$ cat src/sv/ebt_pkg.sv
// shared types, constants and character-class helpers for the expression byte tokenizer
// no dependencies; used by ebt_scan and expression_byte_tokenizer_unit
package ebt_pkg;

   // length limit of a number or identifier run, never above what token_length carries
   localparam int MAX_TOKEN_LEN = 63;
   localparam int LEN_W         = 6;
   localparam int LEN_CAP_INT   = (MAX_TOKEN_LEN > 63) ? 63 : MAX_TOKEN_LEN;
   localparam logic [LEN_W-1:0] LEN_CAP = LEN_W'(LEN_CAP_INT);

   localparam int START_W = 32;

   // result queue depth and derived widths
   localparam int FIFO_DEPTH = 8;
   localparam int FIFO_PTR_W = $clog2(FIFO_DEPTH);
   localparam int FIFO_CNT_W = $clog2(FIFO_DEPTH + 1);

   // keyword matcher progress codes
   localparam logic [2:0] KW_MATCHED = 3'd5;
   localparam logic [2:0] KW_DEAD    = 3'd7;

   // character codes
   localparam logic [7:0] CH_NUL   = 8'h00;
   localparam logic [7:0] CH_SPACE = 8'h20;
   localparam logic [7:0] CH_TAB   = 8'h09;
   localparam logic [7:0] CH_CR    = 8'h0d;
   localparam logic [7:0] CH_UNDER = 8'h5f;
   localparam logic [7:0] CH_PLUS  = 8'h2b;
   localparam logic [7:0] CH_MINUS = 8'h2d;
   localparam logic [7:0] CH_STAR  = 8'h2a;
   localparam logic [7:0] CH_SLASH = 8'h2f;
   localparam logic [7:0] CH_EQ    = 8'h3d;
   localparam logic [7:0] CH_SEMI  = 8'h3b;
   localparam logic [7:0] CH_LPAR  = 8'h28;
   localparam logic [7:0] CH_RPAR  = 8'h29;
   localparam logic [7:0] CH_0     = 8'h30;
   localparam logic [7:0] CH_9     = 8'h39;
   localparam logic [7:0] CH_UA    = 8'h41;
   localparam logic [7:0] CH_UZ    = 8'h5a;
   localparam logic [7:0] CH_LA    = 8'h61;
   localparam logic [7:0] CH_LZ    = 8'h7a;
   localparam logic [7:0] CH_P     = 8'h70;
   localparam logic [7:0] CH_R     = 8'h72;
   localparam logic [7:0] CH_I     = 8'h69;
   localparam logic [7:0] CH_N     = 8'h6e;
   localparam logic [7:0] CH_T     = 8'h74;

   typedef enum logic [3:0] {
      KIND_NUMBER  = 4'd0,
      KIND_IDENT   = 4'd1,
      KIND_PRINT   = 4'd2,
      KIND_PLUS    = 4'd3,
      KIND_MINUS   = 4'd4,
      KIND_MULT    = 4'd5,
      KIND_DIV     = 4'd6,
      KIND_ASSIGN  = 4'd7,
      KIND_SEMI    = 4'd8,
      KIND_LPAREN  = 4'd9,
      KIND_RPAREN  = 4'd10,
      KIND_END     = 4'd11,
      KIND_INVALID = 4'd12
   } tok_kind_type;

   typedef enum logic [1:0] {
      MODE_IDLE   = 2'd0,
      MODE_NUMBER = 2'd1,
      MODE_IDENT  = 2'd2
   } scan_mode_type;

   typedef struct packed {
      tok_kind_type        kind;
      logic [START_W-1:0]  start;
      logic [LEN_W-1:0]    length;
      logic                too_long;
      logic                last;
   } token_type;

   // up to two tokens per byte: the closed run first, then the byte's own token
   typedef struct packed {
      logic      run_valid;
      token_type run_tok;
      logic      own_valid;
      token_type own_tok;
   } scan_out_type;

   function automatic logic is_digit(input logic [7:0] c);
      return (c >= CH_0) && (c <= CH_9);
   endfunction

   function automatic logic is_letter(input logic [7:0] c);
      return ((c >= CH_UA) && (c <= CH_UZ)) || ((c >= CH_LA) && (c <= CH_LZ));
   endfunction

   function automatic logic is_space(input logic [7:0] c);
      return (c == CH_SPACE) || ((c >= CH_TAB) && (c <= CH_CR));
   endfunction

   // expected character of "print" at each match position
   function automatic logic [7:0] keyword_char(input logic [2:0] idx);
      logic [7:0] ch;
      case (idx)
         3'd0:    ch = CH_P;
         3'd1:    ch = CH_R;
         3'd2:    ch = CH_I;
         3'd3:    ch = CH_N;
         default: ch = CH_T;
      endcase
      return ch;
   endfunction

   function automatic logic [2:0] keyword_next(input logic [2:0] kw, input logic [7:0] c);
      logic [2:0] nxt;
      if ((kw < KW_MATCHED) && (c == keyword_char(kw))) begin
         nxt = kw + 3'd1;
      end else begin
         nxt = KW_DEAD;
      end
      return nxt;
   endfunction

endpackage

$ cat src/sv/expression_byte_tokenizer_unit.sv
// top level of the expression byte tokenizer: input register, scanner, result queue
// depends on ebt_pkg and ebt_scan
//
//  channel | direction | transfer        | payload
//  --------+-----------+-----------------+------------------------------------------
//  req     | in        | one source byte | tdata[7:0] char_in
//  rsp     | out       | one token       | tdata start/length/too_long, tuser kind,
//          |           |                 | tlast last result of its byte
//
// one source byte is taken per cycle while req_tready is high; the byte is registered,
// then the scanner updates the run state and writes zero, one or two tokens into an
// eight-entry queue; rsp offers the token at the head of the queue, which drains one
// token per cycle unless rsp stalls, so a byte that yields two tokens takes two
// output transfers, and req_tready drops only while the queue is close to full;
// reset is synchronous and returns the scanner to idle with offset zero and empties
// the queue; a stall on rsp only fills the queue and never loses a token
module expression_byte_tokenizer_unit (
   input  logic        clock,
   input  logic        reset,
   input  logic        req_tvalid,
   output logic        req_tready,
   input  logic [7:0]  req_tdata,   // [7:0] char_in
   output logic        rsp_tvalid,
   input  logic        rsp_tready,
   output logic [39:0] rsp_tdata,   // [31:0] token_start, [37:32] token_length,
                                    // [38] too_long, [39] zero
   output logic [3:0]  rsp_tuser,   // [3:0] token_kind
   output logic        rsp_tlast    // last token of its byte
);

   // input register
   logic       in_valid_ff, in_valid_in;
   logic [7:0] in_char_ff;
   logic       req_fire;

   ebt_pkg::scan_out_type scan_out;

   // result queue
   ebt_pkg::token_type                 fifo_ff [ebt_pkg::FIFO_DEPTH];
   logic [ebt_pkg::FIFO_PTR_W-1:0]     wr_ptr_ff, wr_ptr_in;
   logic [ebt_pkg::FIFO_PTR_W-1:0]     rd_ptr_ff, rd_ptr_in;
   logic [ebt_pkg::FIFO_CNT_W-1:0]     count_ff, count_in;
   logic [ebt_pkg::FIFO_PTR_W-1:0]     own_slot;
   logic [1:0]                         push_cnt;
   logic                               pop;
   ebt_pkg::token_type                 head;

   // room for the byte in the input register plus the new one, two tokens each
   localparam logic [ebt_pkg::FIFO_CNT_W-1:0] ROOM_BUSY =
      ebt_pkg::FIFO_CNT_W'(ebt_pkg::FIFO_DEPTH - 4);
   localparam logic [ebt_pkg::FIFO_CNT_W-1:0] ROOM_FREE =
      ebt_pkg::FIFO_CNT_W'(ebt_pkg::FIFO_DEPTH - 2);

   assign req_tready  = in_valid_ff ? (count_ff <= ROOM_BUSY) : (count_ff <= ROOM_FREE);
   assign req_fire    = req_tvalid && req_tready;
   assign in_valid_in = req_fire;   // the scanner always consumes the register next cycle

   ebt_scan u_scan (
      .clock    (clock),
      .reset    (reset),
      .step_in  (in_valid_ff),
      .char_in  (in_char_ff),
      .scan_out (scan_out)
   );

   // queue bookkeeping
   always_comb begin
      push_cnt  = {1'b0, scan_out.run_valid} + {1'b0, scan_out.own_valid};
      pop       = rsp_tvalid && rsp_tready;
      own_slot  = wr_ptr_ff + ebt_pkg::FIFO_PTR_W'(scan_out.run_valid);
      wr_ptr_in = wr_ptr_ff + ebt_pkg::FIFO_PTR_W'(push_cnt);
      rd_ptr_in = rd_ptr_ff + ebt_pkg::FIFO_PTR_W'(pop);
      count_in  = count_ff + ebt_pkg::FIFO_CNT_W'(push_cnt) - ebt_pkg::FIFO_CNT_W'(pop);
   end

   // output side
   assign head       = fifo_ff[rd_ptr_ff];
   assign rsp_tvalid = (count_ff != '0);
   assign rsp_tdata  = {1'b0, head.too_long, head.length, head.start};
   assign rsp_tuser  = head.kind;
   assign rsp_tlast  = head.last;

   always_ff @(posedge clock) begin
      if (reset) begin
         in_valid_ff <= 1'b0;
         wr_ptr_ff   <= '0;
         rd_ptr_ff   <= '0;
         count_ff    <= '0;
      end else begin
         in_valid_ff <= in_valid_in;
         wr_ptr_ff   <= wr_ptr_in;
         rd_ptr_ff   <= rd_ptr_in;
         count_ff    <= count_in;
      end
   end

   // payload registers, no reset
   always_ff @(posedge clock) begin
      if (req_fire) begin
         in_char_ff <= req_tdata;
      end
      if (scan_out.run_valid) begin
         fifo_ff[wr_ptr_ff] <= scan_out.run_tok;
      end
      if (scan_out.own_valid) begin
         fifo_ff[own_slot] <= scan_out.own_tok;
      end
   end

endmodule

$ cat src/sv/ebt_scan.sv
// per-byte scanner: character classifier, run state and token building
// depends on ebt_pkg
module ebt_scan (
   input  logic                  clock,
   input  logic                  reset,
   input  logic                  step_in,
   input  logic [7:0]            char_in,
   output ebt_pkg::scan_out_type scan_out
);

   ebt_pkg::scan_mode_type               mode_ff, mode_in;
   logic [ebt_pkg::LEN_W-1:0]            len_ff, len_in;
   logic                                 over_ff, over_in;
   logic [2:0]                           kw_ff, kw_in;
   logic [ebt_pkg::START_W-1:0]          start_ff, start_in;
   logic [ebt_pkg::START_W-1:0]          offset_ff, offset_in;

   logic c_digit, c_letter, c_space, c_cont;
   ebt_pkg::tok_kind_type op_kind;
   logic                  c_op;

   always_comb begin
      c_digit  = ebt_pkg::is_digit(char_in);
      c_letter = ebt_pkg::is_letter(char_in);
      c_space  = ebt_pkg::is_space(char_in);
      c_cont   = ((mode_ff == ebt_pkg::MODE_NUMBER) && c_digit) ||
                 ((mode_ff == ebt_pkg::MODE_IDENT) &&
                  (c_letter || c_digit || (char_in == ebt_pkg::CH_UNDER)));
   end

   always_comb begin
      c_op    = 1'b1;
      op_kind = ebt_pkg::KIND_INVALID;
      case (char_in)
         ebt_pkg::CH_PLUS:  op_kind = ebt_pkg::KIND_PLUS;
         ebt_pkg::CH_MINUS: op_kind = ebt_pkg::KIND_MINUS;
         ebt_pkg::CH_STAR:  op_kind = ebt_pkg::KIND_MULT;
         ebt_pkg::CH_SLASH: op_kind = ebt_pkg::KIND_DIV;
         ebt_pkg::CH_EQ:    op_kind = ebt_pkg::KIND_ASSIGN;
         ebt_pkg::CH_SEMI:  op_kind = ebt_pkg::KIND_SEMI;
         ebt_pkg::CH_LPAR:  op_kind = ebt_pkg::KIND_LPAREN;
         ebt_pkg::CH_RPAR:  op_kind = ebt_pkg::KIND_RPAREN;
         default:           c_op = 1'b0;
      endcase
   end

   always_comb begin
      mode_in   = mode_ff;
      len_in    = len_ff;
      over_in   = over_ff;
      kw_in     = kw_ff;
      start_in  = start_ff;
      offset_in = offset_ff + ebt_pkg::START_W'(1);
      scan_out  = '0;

      // closed run token
      scan_out.run_tok.kind     = (mode_ff == ebt_pkg::MODE_NUMBER) ? ebt_pkg::KIND_NUMBER :
                                  (kw_ff == ebt_pkg::KW_MATCHED)    ? ebt_pkg::KIND_PRINT :
                                                                      ebt_pkg::KIND_IDENT;
      scan_out.run_tok.start    = start_ff;
      scan_out.run_tok.length   = len_ff;
      scan_out.run_tok.too_long = over_ff;
      scan_out.own_tok.kind     = ebt_pkg::KIND_INVALID;
      scan_out.own_tok.start    = offset_ff;
      scan_out.own_tok.last     = 1'b1;

      if (c_cont) begin
         // run continues, no token
         if (len_ff < ebt_pkg::LEN_CAP) begin
            len_in = len_ff + ebt_pkg::LEN_W'(1);
         end else begin
            over_in = 1'b1;
         end
         if (mode_ff == ebt_pkg::MODE_IDENT) begin
            kw_in = ebt_pkg::keyword_next(kw_ff, char_in);
         end
      end else begin
         scan_out.run_valid = (mode_ff != ebt_pkg::MODE_IDLE);
         mode_in            = ebt_pkg::MODE_IDLE;
         if (c_space) begin
            // skipped
         end else if (c_digit || c_letter) begin
            mode_in  = c_digit ? ebt_pkg::MODE_NUMBER : ebt_pkg::MODE_IDENT;
            start_in = offset_ff;
            len_in   = ebt_pkg::LEN_W'(1);
            over_in  = 1'b0;
            kw_in    = c_digit ? 3'd0 : ebt_pkg::keyword_next(3'd0, char_in);
         end else if (char_in == ebt_pkg::CH_NUL) begin
            scan_out.own_valid    = 1'b1;
            scan_out.own_tok.kind = ebt_pkg::KIND_END;
         end else if (c_op) begin
            scan_out.own_valid      = 1'b1;
            scan_out.own_tok.kind   = op_kind;
            scan_out.own_tok.length = ebt_pkg::LEN_W'(1);
         end else begin
            scan_out.own_valid = 1'b1;
         end
      end
      scan_out.run_tok.last = !scan_out.own_valid;

      if (!step_in) begin
         scan_out.run_valid = 1'b0;
         scan_out.own_valid = 1'b0;
      end
   end

   always_ff @(posedge clock) begin
      if (reset) begin
         mode_ff   <= ebt_pkg::MODE_IDLE;
         len_ff    <= '0;
         over_ff   <= 1'b0;
         kw_ff     <= '0;
         start_ff  <= '0;
         offset_ff <= '0;
      end else if (step_in) begin
         mode_ff   <= mode_in;
         len_ff    <= len_in;
         over_ff   <= over_in;
         kw_ff     <= kw_in;
         start_ff  <= start_in;
         offset_ff <= offset_in;
      end
   end

endmodule
$ cat config.mk
export PLATFORM = sky130hd
export DESIGN_NAME = expression_byte_tokenizer_unit
export DESIGN_NICKNAME = d
export VERILOG_FILES = /design/src/sv/ebt_pkg.sv /design/src/sv/expression_byte_tokenizer_unit.sv /design/src/sv/ebt_scan.sv
export SDC_FILE = /design/constraint.sdc
export NUM_CORES = 1
export LEC_CHECK = 0
export BUFFER_PORTS_ARGS = -buffer_cell sky130_fd_sc_hd__buf_2
export CORE_MARGIN = 4
export CORE_UTILIZATION = 34
export CTS_BUF_LIST = sky130_fd_sc_hd__clkbuf_4 sky130_fd_sc_hd__clkbuf_8
export DETAILED_ROUTE_END_ITERATION = 6
export RECOVER_POWER = 50
export SYNTH_ARGS = -nofsm -noshare
export SYNTH_HDL_FRONTEND = slang
export SYNTH_SLANG_ARGS = --single-unit
$ cat constraint.sdc
create_clock -name clock -period 4.35 [get_ports clock]
set_clock_uncertainty 0.05 [all_clocks]
set_input_delay 1.0875 -clock clock [delete_from_list [all_inputs] [get_ports clock]]
set_output_delay 1.0875 -clock clock [all_outputs]
set_load 0.05 [all_outputs]
==> flow_summary.json <==
{
  "status": "complete, but fails checks",
  "violations": "capacitance limit, slew limit",
  "cts.sinks": 447,
  "synth_edf_count": 304,
  "cts_resized": 0,
  "start_util_pct": 34.5,
  "fill_cells": 6390,
  "grt_pass1_vias": 17300,
  "max_freq_mhz": 247,
  "cts_tree": "yes",
  "cellPowerDensity_nw_per_um2": 448,
  "tns_ns": 0,
  "drive_gt1_share_pct": 17.8,
  "p_switching_w": 0.00359,
  "grtUsageTotal_pct": 19.0,
  "grt_setup_unrepaired": "false",
  "grt.overflow.total": 0,
  "vdd_drop_max_v": 0.000295,
  "worstPathMaxFanout": 34,
  "utilization_pct": 38.4,
  "slew_headroom_pct": -41.4,
  "core-area_um2": 66100,
  "fp.dieArea_um2": 71300,
  "synth-warning-count": 0,
  "min_path_type": "reg2reg",
  "vias": 17300,
  "drc": 0,
  "grt_pass1_wl_mm": 104,
  "synth_common_cells": "589 x nand2_1, 305 x nand3_1, 304 x edfxtp_1",
  "syn_area_um2": 22800,
  "pwr-share-comb_pct": 22.8,
  "cp-start-kind": "flop",
  "postRouteAntennaNets": 0,
  "yosysUniqueCellTypes": 66,
  "ff_latch_area_um2": 12000,
  "holdWs_ns": 0.439,
  "vias_per_cell": 5.50,
  "async_reset_ff_share_pct": 0,
  "synth_top_area_cell": "edfxtp_1",
  "detail_route.wl_per_cell_um": 21.7,
  "seq_area_frac_synth_pct": 52.6,
  "drt_iter0_drc": 2053,
  "setup_viol": 0,
  "tightest_slew_ns": 2.12,
  "cts_hold_buf": 0,
  "dp_hpwl_mm": 40.6,
  "clockBufferDepth": 3,
  "cts-buffers-inserted": 78,
  "cp.required_ns": 3.21,
  "crit_buf_inv": 2,
  "power_leakage_nw": 9.15,
  "min_period_ns": 4.04,
  "cap_violations": 1,
  "grt_max_degree": 44,
  "multiInputGateArea_um2": 9700,
  "syn_to_final_growth_pct": 11.3,
  "syn_nets": 2264,
  "fin_crit_sh_pct": 93.0,
  "h-tree-depth": 3,
  "cp_top_family": "multiplexers",
  "fp-row-count": 94,
  "drv_slew": 42,
  "critPathSlowestCell": "clkbuf_4",
  "seqPwrFrac_pct": 42.3,
  "die_h_um": 267,
  "ys_ff_latch": 447,
  "syn_area_per_cell_um2": 10.2,
  "dr.pass1.iters": 6,
  "postRouteWirelength_mm": 68.1,
  "synth_top_area_share_pct": 40.0,
  "antenna_found_initial": 0,
  "gp_congestion": 0.822,
  "arrival_ns": 2.91,
  "synth_most_common_cell": "nand2_1",
  "postCtsSetupRepairBufs": 0,
  "synth.area.top_cells": "edfxtp_1 40%, dfxtp_1 13%, nand2_1 9.7%",
  "die_w_um": 267,
  "port_buffers": 57,
  "clkPwrFrac_pct": 34.9,
  "swShare_pct": 31.6,
  "clk_pin_slew_ns": 0.05,
  "cts_root_buffer": "clkbuf_8",
  "cpPeakStageDelay_ns": 0.66,
  "crit_type": "reg2out",
  "worstSkewPairLatency_ns": 0.66,
  "io_pins": 59,
  "syn_inst": 2230,
  "critPathCaptureType": "primary output",
  "synth_flop_cell": "edfxtp_1",
  "path_cells": "clkbuf_4, mux4_2, mux2_2, clkbuf_2",
  "finalHoldViolCount": 0,
  "intPower_w": 0.00779,
  "nets": 2249
}
==> cells in the final DEF, fill, tap and decap left out, drive strengths merged, types with 8 or more instances in the layout <==
| cell type | netlist | final |
|---|---|---|
| a21oi | 52 | 52 |
| mux2 | 45 | 45 |
| nor3 | 12 | 12 |
| clkinv | 0 | 20 |
| nor2 | 141 | 141 |
| clkbuf | 99 | 178 |
| nand3 | 309 | 309 |
| and4 | 8 | 8 |
| edfxtp | 304 | 304 |
| dfxtp | 143 | 143 |
| nor2b | 13 | 13 |
| and2 | 15 | 15 |
| ha | 20 | 20 |
| nand4 | 12 | 12 |
| nor4 | 8 | 8 |
| nand2 | 589 | 589 |
| mux4 | 88 | 88 |
| o21ai | 60 | 60 |
| xor2 | 25 | 25 |
| mux2i | 49 | 49 |
| inv | 20 | 20 |
| xnor2 | 13 | 13 |
| and3 | 14 | 14 |
| buf | 126 | 70 |
==> power by group through the flow <==
stage	registers, W	clock network, W	logic (W)
6_report	0.00481	0.00398	0.00260
3_3_place_gp	0.00489	0	0.00265
2_1_floorplan	0.00479	0	0.00203
3_5_place_dp	0.00490	0	0.00268
4_1_cts	0.00481	0.00404	0.00269
5_1_grt	0.00483	0.00424	0.00278
==> flip-flops by register name (all words and copies together) (netlist names) <==
| register | count |
|---|---|
| u_scan.start_ff | 32 |
| u_scan.kw_ff | 3 |
| u_scan.offset_ff | 32 |
| rd_ptr_ff | 3 |
| wr_ptr_ff | 3 |
| u_scan.mode_ff | 2 |
| u_scan.len_ff | 6 |
| u_scan.over_ff | 1 |
| fifo_ff | 352 |
| in_char_ff | 8 |
| count_ff | 4 |
| in_valid_ff | 1 |
==> tightest hold or removal path: cells and delay by family (launching register included) <==
kind          cells  cell delay (ns)
flops             1             0.32
mux               1             0.06
simple gates      1             0.07
==> cell type report <==
class,count,area share [%]
clock inverters,23,0.621
flip-flops and latches,447,47.3
inverters,20,0.296
well taps,864,4.26
multi-input cells,1538,38.2
diodes,1,0.00985
repair buffers,130,3.70
clock buffers,118,5.68
==> final timing paths <==
path         cells past startpoint                  startpoint  slack [ns]                    endpoint
max                              4     rd_ptr_ff[0]$_SDFF_PP0_        0.31               rsp_tdata[23]
max reg2reg                      8     in_char_ff[1]$_DFFE_PP_        0.34    fifo_ff[6][41]$_DFFE_PP_
min                              2  fifo_ff[5][4]$_SDFFE_PP0N_        0.44  fifo_ff[5][4]$_SDFFE_PP0N_
min reg2reg                      2  fifo_ff[5][4]$_SDFFE_PP0N_        0.44  fifo_ff[5][4]$_SDFFE_PP0N_
==> per-layer routing <==
metal | track usage, % | vias up | wire [µm]
li1 | - | 7799 | -
met4 | 7.07 | 0 | 2190
met1 | 24.7 | 8424 | 27500
met2 | 31.4 | 894 | 32300
met5 | 0 | - | 0
met3 | 3.93 | 174 | 6160
==> through the flow <==
stage | worst slack [ns] | std cells | power, W | instance area [µm²]
floorplan | 0.0140 | 2230 | 0.00682 | 22800
global placement | 0.606 | 2999 | 0.00755 | 24000
detailed placement | 0.541 | 2999 | 0.00758 | 24000
CTS | 0.413 | 3140 | 0.0115 | 25600
global route | 0.0795 | 3140 | 0.0118 | 25400
finish | 0.306 | 3141 | 0.0114 | 25400
==> cells by family (layout without fill, tap and decap cells) <==
group                      count (synthesis)  count (layout)  share of synthesized area, %
AOI/OAI and AO/OA                        146             146                          3.81
xor gates and xnor gates                  38              38                          1.46
adders and majority gates                 22              22                          1.27
buffers and inverters                    245             291                          4.99
DFF                                      447             447                          52.6
muxes                                    182             182                          13.1
other                                      1               2                        0.0164
and+or+nand+nor                         1149            1149                          22.8
(Power assumes the default switching activity.)
